--- config.mk ---
export PLATFORM = sky130hd
export DESIGN_NAME = ust_ram
export DESIGN_NICKNAME = d
export VERILOG_FILES = /design/src/hdl/ust_ram.sv
export SDC_FILE = /design/constraint.sdc
export NUM_CORES = 1
export LEC_CHECK = 0
export BUFFER_PORTS_ARGS = -buffer_cell sky130_fd_sc_hd__buf_2
export CAP_MARGIN = 20
export CORE_ASPECT_RATIO = 0.75
export CORE_MARGIN = 3
export CORE_UTILIZATION = 47
export DETAILED_ROUTE_END_ITERATION = 8
export SLEW_MARGIN = 20
export SYNTH_ARGS = -nofsm -noshare
export SYNTH_HDL_FRONTEND = slang
export SYNTH_SLANG_ARGS = --single-unit
--- constraint.sdc ---
create_clock -name clk -period 4 [get_ports clk]
set_input_delay 0.6 -clock clk [delete_from_list [all_inputs] [get_ports clk]]
set_output_delay 0.6 -clock clk [all_outputs]
set_load 0.05 [all_outputs]
--- src/hdl/ust_ram.sv ---
// Generic simple dual-port RAM, one write port, one registered read port.
`default_nettype none

module ust_ram #(
    parameter int WIDTH = 8,
    parameter int DEPTH = 16
) (
    input  wire logic                                      clk,
    input  wire logic                                      we,
    input  wire logic [((DEPTH > 1) ? $clog2(DEPTH) : 1)-1:0] waddr,
    input  wire logic [WIDTH-1:0]                          wdata,
    input  wire logic                                      re,
    input  wire logic [((DEPTH > 1) ? $clog2(DEPTH) : 1)-1:0] raddr,
    output logic      [WIDTH-1:0]                          rdata
);

    logic [WIDTH-1:0] mem_reg [DEPTH];
    logic [WIDTH-1:0] rd_data_reg;

    always_ff @(posedge clk)
    begin
        if (we)
        begin
            mem_reg[waddr] <= wdata;
        end
        if (re)
        begin
            rd_data_reg <= mem_reg[raddr];
        end
    end

    assign rdata = rd_data_reg;

endmodule

`default_nettype wire

==> results.toml <==
[pwr]
p_leak_nw = 1.997
p_per_area_mw_per_mm2 = 533.2
ir_drop_mv = 0.2993

[clock_tree]
cts_resized = 0
cts-hold-fix-buffers = 0
clk_pin_slew_ns = 0.05
clock-sinks = 136
clock_path_buffers = 2
cts_tree = "yes"
clock_latency_ns = 0.41
cts_htree_levels = 4
cts_made_buffers = 17
cts_setup_buffers = 0
root_buffer = "clkbuf_16"

[critical_path]
worstPathArrival_ns = 2.14
cp_data_required_time_ns = 4.15
start_kind = "primary input"
crit_type = "in -> reg"
critPathMaxFanout = 32
end_kind = "register"

[synth]
synthAdderAreaFrac = 0
synth_flop_cell = "edfxtp_1"
synth_top_family_by_area = "multiplexers"
synthesis.nets = 248
synth_common_cells = "edfxtp_1, mux4_2, a22oi_1"
netlist_instances = 229
yosysMostFrequentCell = "edfxtp_1"
synth_largest_area_cell = "edfxtp_1"
synth_cell_types = 18
yosysTopAreaCellShare = 0.7812
syn_area_per_cell_um2 = 22.83
synth_xor_area_frac = 0
synthTopCellsByArea = "edfxtp_1, mux4_2, mux4_1, a22oi_1, nor2_1"
yosysSeqAreaShare = 0.7812
synth_edf_count = 136
synthSimpleGateAreaFrac = 0.03135
synth-compound-area-share = 0.02298
yosysWarnings = 0
synth-async-reset-ratio = 0
synth_area_mm2 = 0.005228
synth_seq_cells = 136
synth_mux_area_frac = 0.1479

[routing]
ant_nets = 0
post_drt_wl_per_cell_um = 22.72
dr.pass1.iters = 4
drt_iter0_markers = 234
routed_via_density = 5.656
vias = 2364
drc = 0
wl_um = 9497

[layout]
layout-drive-gt1-share = 0.2624
largest_reg_flops = 128
nFillCells = 824
n_antenna_cell = 0
fin_nets = 288
areaGrowthSynthToFinish_pct = 15.25

[timing]
slew_viol_final = 0
finalClockSkew_ns = 0.006463
max_slew_margin = 0.2746
fin_crit_sh = 0.4969
fin_crit_ns = 1.988
tns_ns = 0
setup_violations = 0
fin_ws_ns = 2.012
fin_hold_ws_ns = 0.5720
tightest_slew_ns = 1.084
rsz0062_at_grt = "false"
hold_violations = 0
clock.fmax_mhz = 503.1

[placed_design]
place_congestion = 0.7250
portBuffers = 26
pre_cts_ws_ns = 1.550
place_hpwl_um = 5952

[job]
drv_cap = 0

[grt]
grt_max_degree = 33
grt_pass1_vias = 2347
grt-ovfl-total = 0
track_usage = 0.1656
grt_pass1_wl_um = 14450
antenna_found_initial = 0

[die]
dieArea_mm2 = 0.01244
start_util = 0.4946
die_x_um = 127.8
ios = 27
coreArea_mm2 = 0.01057
num_rows = 32
die_h_um = 97.34

[status]
status = "finished, final reports clean"

[worst_hold_path]
min_path_type = "in -> reg"
layout by cell type (no fill, tap or decap), types with 2 or more instances in the layout:
cell type	instances
clkbuf_16	17
edfxtp_1	136
nor2_1	13
clkinvlp_4	2
nand2b_1	2
nand2_1	9
mux4_2	18
bufinv_16	2
clkinv_2	3
nand3b_1	2
clkbuf_1	3
a22oi_1	16
buf_4	5
buf_2	26
clkinv_1	5
nor3_1	4
mux4_1	14
per-layer routing:
layer / up-vias / GRT usage / part of all wire
li1: 1060 / - / -
met1: 1224 / 0.2609 / 0.49
met2: 67 / 0.2140 / 0.43
met3: 13 / 0.04890 / 0.064
met4: 0 / 0.06852 / 0.013
met5: - / 0 / 0
kinds of logic (layout without fill, tap and decap cells):
group | Yosys count | in the layout
AO/OA/AOI/OAI | 16 | 16
buffers and inverters | 10 | 63
flip-flops | 136 | 136
multiplexers | 32 | 32
AND/OR/NAND/NOR | 35 | 35
critical path, stage by stage:
cell and delay (ns):
buf_2 0.07, buf_4 0.49, mux4_1 0.63, a22oi_1 0.26, nand2_1 0.07
layout make-up:
class | instances | area [µm²] | area share
Clock buffer | 20 | 436.7 | 0.07248
Clock inverter | 12 | 108.9 | 0.01807
Multi-Input combinational cell | 83 | 1057 | 0.1755
Sequential cell | 136 | 4084 | 0.6779
Tap cell | 136 | 170.2 | 0.02825
Timing Repair Buffer | 31 | 167.7 | 0.02783
path summary, 6_finish.rpt:
| path | start | end | slack [ns] | cells past startpoint |
|---|---|---|---|---|
| max | raddr[0] | rdata[4] | 2.01 | 5 |
| min | wdata[0] | mem_reg[5][0] | 0.57 | 1 |
| max reg2reg | mem_reg[1][0] | rdata[0] | 2.56 | 3 |
| min reg2reg | mem_reg[3][2] | rdata[2] | 0.76 | 3 |
metrics by stage:
step / power, mW / cells / utilization / instance area, µm²
global placement: 1.804 / 386 / 0.5183 / 5479
floorplan: 1.747 / 229 / - / 5228
CTS: 3.239 / 418 / 0.5700 / 6025
global route: 3.315 / 418 / 0.5700 / 6025
finish: 3.212 / 418 / 0.5700 / 6025
detailed placement: 1.806 / 386 / 0.5183 / 5479
report_power, final:
group / switching, mW / internal (mW) / total (mW)
Combinational: 0.101 / 0.0565 / 0.157
Sequential: 0.00935 / 1.61 / 1.62
Clock: 0.538 / 0.901 / 1.44
Note: power is estimated with default switching activity, not from simulation.
