==> config.mk <==
export PLATFORM = sky130hd
export DESIGN_NAME = ust_div1000
export DESIGN_NICKNAME = d
export VERILOG_FILES = /design/src/hdl/ust_pkg.sv /design/src/hdl/ust_div1000.sv
export SDC_FILE = /design/constraint.sdc
export NUM_CORES = 2
export LEC_CHECK = 0
export BUFFER_PORTS_ARGS = -buffer_cell sky130_fd_sc_hd__buf_2
export CAP_MARGIN = 40
export CORE_MARGIN = 2
export CORE_UTILIZATION = 65
export CTS_CLUSTER_SIZE = 10
export DETAILED_ROUTE_END_ITERATION = 16
export GPL_TIMING_DRIVEN = 0
export PLACE_DENSITY = 0.81
export SYNTH_ARGS = -nofsm -noshare
export SYNTH_HDL_FRONTEND = slang
export SYNTH_SLANG_ARGS = --single-unit
==> constraint.sdc <==
create_clock -name clk -period 6.9 [get_ports clk]
set_clock_uncertainty 0.15 [all_clocks]
set_input_delay 2.07 -clock clk [delete_from_list [all_inputs] [get_ports clk]]
set_output_delay 2.07 -clock clk [all_outputs]
set_load 0.01 [all_outputs]
==> src/hdl/ust_pkg.sv <==
// Package: shared constants, types and codes of the usage statistics table.
`default_nettype none

package ust_pkg;

    // Table geometry
    localparam int TABLE_DEPTH = 1024;
    localparam int ADDR_W      = (TABLE_DEPTH > 1) ? $clog2(TABLE_DEPTH) : 1;
    localparam int ID_W        = 20;
    localparam int NUM_TYPES   = 3;
    localparam int TYPE_W      = 2;
    localparam int OP_W        = 2;

    // Field widths
    localparam int TIME_W  = 32;
    localparam int COUNT_W = 31;
    localparam int TS_W    = 64;

    // Divide by 1000 as (x >> 3) / 125, the latter by reciprocal multiply.
    // Below the seconds ceiling x >> 3 fits Y_W bits; the product is built
    // from four PART_W x PART_W partial products.
    localparam int DIVISOR  = 1000;
    localparam int Y_LSB    = 3;
    localparam int Y_W      = 39;
    localparam int PART_W   = 20;
    localparam int PP_W     = 2 * PART_W;
    localparam int PROD_W   = 4 * PART_W;
    localparam int RECIP_SH = 46;
    // ceil(2^46 / 125)
    localparam logic [PP_W-1:0] RECIP_125 = 40'd562949953422;
    localparam logic [PP_W-1:0] RECIP_LO  = {{(PP_W-PART_W){1'b0}}, RECIP_125[PART_W-1:0]};
    localparam logic [PP_W-1:0] RECIP_HI  = {{(PP_W-PART_W){1'b0}}, RECIP_125[PP_W-1:PART_W]};
    // first millisecond value whose seconds no longer fit TIME_W bits
    localparam logic [TS_W-1:0] SAT_MS    = TS_W'(DIVISOR) << TIME_W;

    // Stream layout
    localparam int IN_ID_LSB    = 0;
    localparam int IN_TYPE_LSB  = IN_ID_LSB + ID_W;
    localparam int IN_TS_LSB    = IN_TYPE_LSB + TYPE_W;
    localparam int IN_TIME_LSB  = IN_TS_LSB + TS_W;
    localparam int IN_COUNT_LSB = IN_TIME_LSB + NUM_TYPES * TIME_W;
    localparam int IN_USED_W    = IN_COUNT_LSB + NUM_TYPES * COUNT_W;
    localparam int IN_DATA_W    = ((IN_USED_W + 7) / 8) * 8;

    localparam int REC_W      = NUM_TYPES * (TIME_W + COUNT_W);
    localparam int OUT_DATA_W = ((REC_W + 7) / 8) * 8;

    localparam logic [TIME_W-1:0]  TIME_MAX  = '1;
    localparam logic [COUNT_W-1:0] COUNT_MAX = '1;

    // One record: times in the low bits, counts above, type 0 lowest
    typedef struct packed {
        logic [NUM_TYPES-1:0][COUNT_W-1:0] counts;
        logic [NUM_TYPES-1:0][TIME_W-1:0]  times;
    } rec_t;

    typedef enum logic [OP_W-1:0] {
        OP_ADD    = 2'd0,
        OP_DELETE = 2'd1,
        OP_GET    = 2'd2,
        OP_SET    = 2'd3
    } op_t;

    typedef enum logic [2:0] {
        ST_CLEAR,
        ST_IDLE,
        ST_READ,
        ST_DIV,
        ST_RESULT
    } state_t;

endpackage

`default_nettype wire

==> src/hdl/ust_div1000.sv <==
// Divide by 1000 through a reciprocal multiply, two register stages after the load.
`default_nettype none

module ust_div1000 (
    input  wire logic                       clk,
    input  wire logic                       rst_n,
    input  wire logic                       start,
    input  wire logic [ust_pkg::TS_W-1:0]   dividend,
    output logic                            done,
    output logic                            sat,
    output logic      [ust_pkg::TIME_W-1:0] quotient
);
    import ust_pkg::*;

    logic              s1_reg;
    logic              s2_reg;
    logic              done_reg;
    logic              sat_reg;
    logic [Y_W-1:0]    y_reg;
    logic [PP_W-1:0]   pp_ll_reg;
    logic [PP_W-1:0]   pp_lh_reg;
    logic [PP_W-1:0]   pp_hl_reg;
    logic [PP_W-1:0]   pp_hh_reg;
    logic [TIME_W-1:0] quo_reg;
    logic [PP_W-1:0]   y_lo;
    logic [PP_W-1:0]   y_hi;
    logic [PROD_W-1:0] prod;

    // halves of x >> 3, zero-extended; each partial product is at most 20 x 20 bits
    assign y_lo = {{(PP_W-PART_W){1'b0}}, y_reg[PART_W-1:0]};
    assign y_hi = {{(PP_W-(Y_W-PART_W)){1'b0}}, y_reg[Y_W-1:PART_W]};

    assign prod = {pp_hh_reg, {PP_W{1'b0}}}
                + {{(PROD_W-PP_W-PART_W){1'b0}}, pp_lh_reg, {PART_W{1'b0}}}
                + {{(PROD_W-PP_W-PART_W){1'b0}}, pp_hl_reg, {PART_W{1'b0}}}
                + {{PP_W{1'b0}}, pp_ll_reg};

    always_ff @(posedge clk or negedge rst_n)
    begin
        if (!rst_n)
        begin
            s1_reg    <= 1'b0;
            s2_reg    <= 1'b0;
            done_reg  <= 1'b0;
            sat_reg   <= 1'b0;
            y_reg     <= '0;
            pp_ll_reg <= '0;
            pp_lh_reg <= '0;
            pp_hl_reg <= '0;
            pp_hh_reg <= '0;
            quo_reg   <= '0;
        end
        else
        begin
            s1_reg <= start;
            s2_reg <= s1_reg;
            if (start)
            begin
                sat_reg <= dividend >= SAT_MS;
                y_reg   <= dividend[Y_LSB +: Y_W];
            end
            if (s1_reg)
            begin
                pp_ll_reg <= y_lo * RECIP_LO;
                pp_lh_reg <= y_lo * RECIP_HI;
                pp_hl_reg <= y_hi * RECIP_LO;
                pp_hh_reg <= y_hi * RECIP_HI;
            end
            if (s2_reg)
            begin
                quo_reg <= prod[RECIP_SH +: TIME_W];
            end
            if (start)
            begin
                done_reg <= 1'b0;
            end
            else if (s2_reg)
            begin
                done_reg <= 1'b1;
            end
        end
    end

    assign done     = done_reg;
    assign sat      = sat_reg;
    assign quotient = quo_reg;

endmodule

`default_nettype wire

==> impl_metrics.sql <==
INSERT INTO impl_metrics (metric_group, metric, value, unit) VALUES
('floorplanning', 'chipWidth', '230', 'um'),
('route', 'drt-wirelength-per-cell', '22.8', 'um'),
('yosys', 'asyncSetResetFlopFracSynth', '1.00', ''),
('clock_tree', 'clock_sink_count', '206', ''),
('yosys', 'synth_unique_cells', '85', ''),
('setup_path', 'worstPathArrival', '7050', 'ps'),
('clock_tree', 'clk_transition_reported_paths', '60', 'ps'),
('setup_path', 'r2r-start', 'y_reg[23]', ''),
('yosys', 'count_of_flip_flops_with_a_built_in_enable_after_synthesis', '0', ''),
('grt', 'globalRouteMet1Util', '0.512', ''),
('setup_path', 'crit_path_max_fanout', '8', ''),
('grt', 'grt_util_met3', '0.150', ''),
('timing', 'post-route-period-util', '0.975', ''),
('yosys', 'post_synth.cell_area_avg', '9.74', 'sq um'),
('floorplanning', 'row_count', '82', ''),
('route', 'drt_first_pass_iters', '5', ''),
('timing', 'timing.final.setup_violations', '0', ''),
('final_layout', 'syn2layout_area_growth', '7.81', '%'),
('floorplanning', 'core_area', '50200', 'sq um'),
('clock_tree', 'cts-buffers-inserted', '28', ''),
('yosys', 'synth_top_family_by_area', 'adder cells', ''),
('floorplanning', 'die_area', '52700', 'sq um'),
('placement', 'final_hpwl_dp', '81.4', 'mm'),
('grt', 'grt_max_degree', '105', ''),
('route', 'viasPerCell', '6.06', ''),
('clock_tree', 'holdBufCountCts', '0', ''),
('yosys', 'synth-seq-area-share', '0.156', ''),
('yosys', 'synthSimpleGateAreaFrac', '0.0826', ''),
('setup_path', 'cp-end-kind', 'register', ''),
('final_layout', 'filler_cell_count', '3679', ''),
('yosys', 'synth-compound-area-share', '0.126', ''),
('worst_hold_path', 'holdPathEnd', 'done', ''),
('timing', 'worst-slew-pin-transition', '929', 'ps'),
('floorplanning', 'boundaryPins', '101', ''),
('yosys', 'yosys.area_share.adder', '0.490', ''),
('timing', 'min_clock_period_post_route', '6730', 'ps'),
('setup_path', 'r2r_slack', '170', 'ps'),
('route', 'drc_violation_total_after_the_first_tritonroute_iteration', '2411', ''),
('timing', 'grt_setup_unrepaired', 'true', ''),
('route', 'routed_wl', '96.7', 'mm'),
('grt', 'global_route.usage.met2', '0.539', ''),
('grt', 'grt_remaining_overflow', '0', ''),
('clock_tree', 'clk_path_buf_depth', '3', ''),
('floorplanning', 'chipHeight', '230', 'um'),
('yosys', 'yosys_most_used_dff', 'sky130_fd_sc_hd__dfrtp_1', ''),
('yosys', 'synth-warning-count', '0', ''),
('timing', 'hold-worst-slack', '331', 'ps'),
('timing', 'worst_slew_margin_rel', '0.380', ''),
('run_status', 'outcome', 'complete, no violations', ''),
('yosys', 'syn-cell-area', '33100', 'sq um'),
('yosys', 'syn_inst', '3399', ''),
('clock_tree', 'cts_tree', 'done', ''),
('setup_path', 'reg2regPathDepth', '19', ''),
('final_layout', 'final_nets', '4639', ''),
('timing', 'final_max_slew_viol_count', '0', ''),
('placement', 'io_buffer_count', '97', ''),
('setup_path', 'critPathKind', 'register to register', ''),
('timing', 'finalHoldViolations', '0', ''),
('route', 'post-route-drc-count', '0', ''),
('grt', 'grt_pass1_wl', '148', 'mm'),
('placement', 'final_weighted_congestion_of_routability_driven_global_placement', '1.01', ''),
('clock_tree', 'insertion_delay', '590', 'ps'),
('setup_path', 'worst_ep_required_time', '7220', 'ps'),
('route', 'vias', '25680', ''),
('setup_path', 'critPathLaunchType', 'register', ''),
('route', 'antenna_violating_nets_post_route', '0', ''),
('grt', 'grt.busiest_layer', 'met2', ''),
('yosys', 'synth-seq-cells', '206', ''),
('worst_hold_path', 'timing.hold.worst.class', 'register to register', ''),
('clock_tree', 'cts_root_buffer', 'sky130_fd_sc_hd__clkbuf_16', ''),
('floorplanning', 'floorplan.initialDensity', '0.660', ''),
('grt', 'grt_pass1_vias', '25562', ''),
('worst_hold_path', 'hold_path_startpoint', 'done', ''),
('run', 'drv.max_cap_violation_count', '0', ''),
('grt', 'antenna_violations_before_repair', '6', ''),
('yosys', 'synthMuxAreaShare', '0.0279', ''),
('clock_tree', 'h-tree-depth', '1', ''),
('timing', 'maxClockFrequency', '149', 'MHz'),
('final_layout', 'drive_gt1_frac', '0.0895', ''),
('yosys', 'synth_xor_area_frac', '0.0230', ''),
('yosys', 'postSynthNetCount', '4487', ''),
('setup_path', 'worst_r2r_endpoint', 'pp_hl_reg[35]', ''),
('grt', 'grt_use_total', '0.373', ''),
('worst_hold_path', 'hold_depth', '2', '');
repair_timing:
item | 4_1_cts | 5_1_grt
setup buffers | 0 | 14
resized for setup | 13 | 34
setup endpoints to repair | 9 | 20
cell type report:
cell class	instances	area, sq um	share of cell area
Inverter	769	2910	0.0815
Clock buffer	33	739	0.0207
Multi-Input combinational cell	2366	24800	0.696
Timing Repair Buffer	123	772	0.0216
Tap cell	672	841	0.0236
Buffer	57	250	0.00701
Sequential cell	206	5200	0.146
Clock inverter	9	133	0.00372
Antenna cell	1	2.50	0.0000701
critical path, stage by stage, from the launching register on:
cell and delay [ps]:
sky130_fd_sc_hd__dfrtp_2 560, sky130_fd_sc_hd__clkinvlp_4 250, sky130_fd_sc_hd__fa_1 580, sky130_fd_sc_hd__inv_1 70, sky130_fd_sc_hd__fa_1 480, sky130_fd_sc_hd__fa_1 540, sky130_fd_sc_hd__fa_1 530, sky130_fd_sc_hd__fa_1 540
sky130_fd_sc_hd__inv_1 50, sky130_fd_sc_hd__fa_1 530, sky130_fd_sc_hd__inv_1 40, sky130_fd_sc_hd__ha_1 390, sky130_fd_sc_hd__or2_2 340, sky130_fd_sc_hd__a31oi_2 260, sky130_fd_sc_hd__o31ai_1 170, sky130_fd_sc_hd__o21a_1 250
sky130_fd_sc_hd__o21ba_2 250, sky130_fd_sc_hd__o31ai_2 270, sky130_fd_sc_hd__xnor2_1 100, sky130_fd_sc_hd__mux2_2 270
routing by layer:
layer | wire, um | vias to the layer above
met4 | 4000 | 2
met2 | 40700 | 1241
met1 | 38600 | 12578
met5 | 13 | -
li1 | - | 11643
met3 | 13300 | 216
layout by cell type, fill, tap and decap left out, drive strengths merged, types with 81 or more instances in the layout:
cell type	n
a21o	81
o21ai	121
nand2	174
buf	140
ha	564
a21oi	148
fa	457
nor2	96
inv	764
dfrtp	206
worst max path at each step:
stage               startpoint             to  slack (ps)
floorplan             y_reg[5]  pp_ll_reg[31]         750
global placement         rst_n      y_reg[22]        -160
detailed placement    y_reg[7]  pp_ll_reg[36]        -170
CTS                  y_reg[30]  pp_hl_reg[35]          20
global route          y_reg[8]  pp_ll_reg[33]         -70
finish               y_reg[23]  pp_hl_reg[35]         170
logic make-up (layout without fill, tap and decap cells):
family                   after synthesis  in the layout
AO/OA/AOI/OAI                        623            623
XOR/XNOR                              87             87
adder cells (fa/ha/maj)             1021           1021
buffers and inverters                827            991
flip-flops                           206            206
multiplexers                          82             82
other                                  0              1
AND/OR/NAND/NOR                      553            553
cell usage after synthesis, types with 29 or more instances:
library cell	count	share of area
sky130_fd_sc_hd__inv_1	769	0.087
sky130_fd_sc_hd__ha_1	564	0.21
sky130_fd_sc_hd__fa_1	457	0.28
sky130_fd_sc_hd__dfrtp_1	206	0.16
sky130_fd_sc_hd__nand2_1	174	0.020
sky130_fd_sc_hd__a21oi_1	146	0.022
sky130_fd_sc_hd__o21ai_0	110	0.017
sky130_fd_sc_hd__nor2_1	96	0.011
sky130_fd_sc_hd__a21o_1	81	0.018
sky130_fd_sc_hd__mux2_2	78	0.027
sky130_fd_sc_hd__xnor2_1	59	0.016
sky130_fd_sc_hd__nand3_1	58	0.0088
sky130_fd_sc_hd__clkbuf_1	41	0.0046
sky130_fd_sc_hd__a31oi_1	38	0.0072
sky130_fd_sc_hd__nor3_1	35	0.0053
sky130_fd_sc_hd__nand4_1	34	0.0064
sky130_fd_sc_hd__o31ai_1	32	0.0073
sky130_fd_sc_hd__o21a_1	29	0.0066
sky130_fd_sc_hd__or3_1	29	0.0055
through the flow:
| stage | TNS [ps] | setup WS [ps] | instance area (sq um) | cells | util |
|---|---|---|---|---|---|
| after floorplan | 0 | 751 | 33100 | 3399 | - |
| after global placement | -23640 | -155 | 34400 | 4168 | 0.686 |
| after detailed placement | -653 | -175 | 34600 | 4180 | 0.690 |
| after CTS | 0 | 15.2 | 35500 | 4222 | 0.708 |
| after global routing | -84.8 | -66.9 | 35700 | 4235 | 0.711 |
| final | 0 | 173 | 35700 | 4236 | 0.711 |
Power is not shown: default switching activity piles up to over one toggle a cycle in this logic, so the estimate is an artifact.
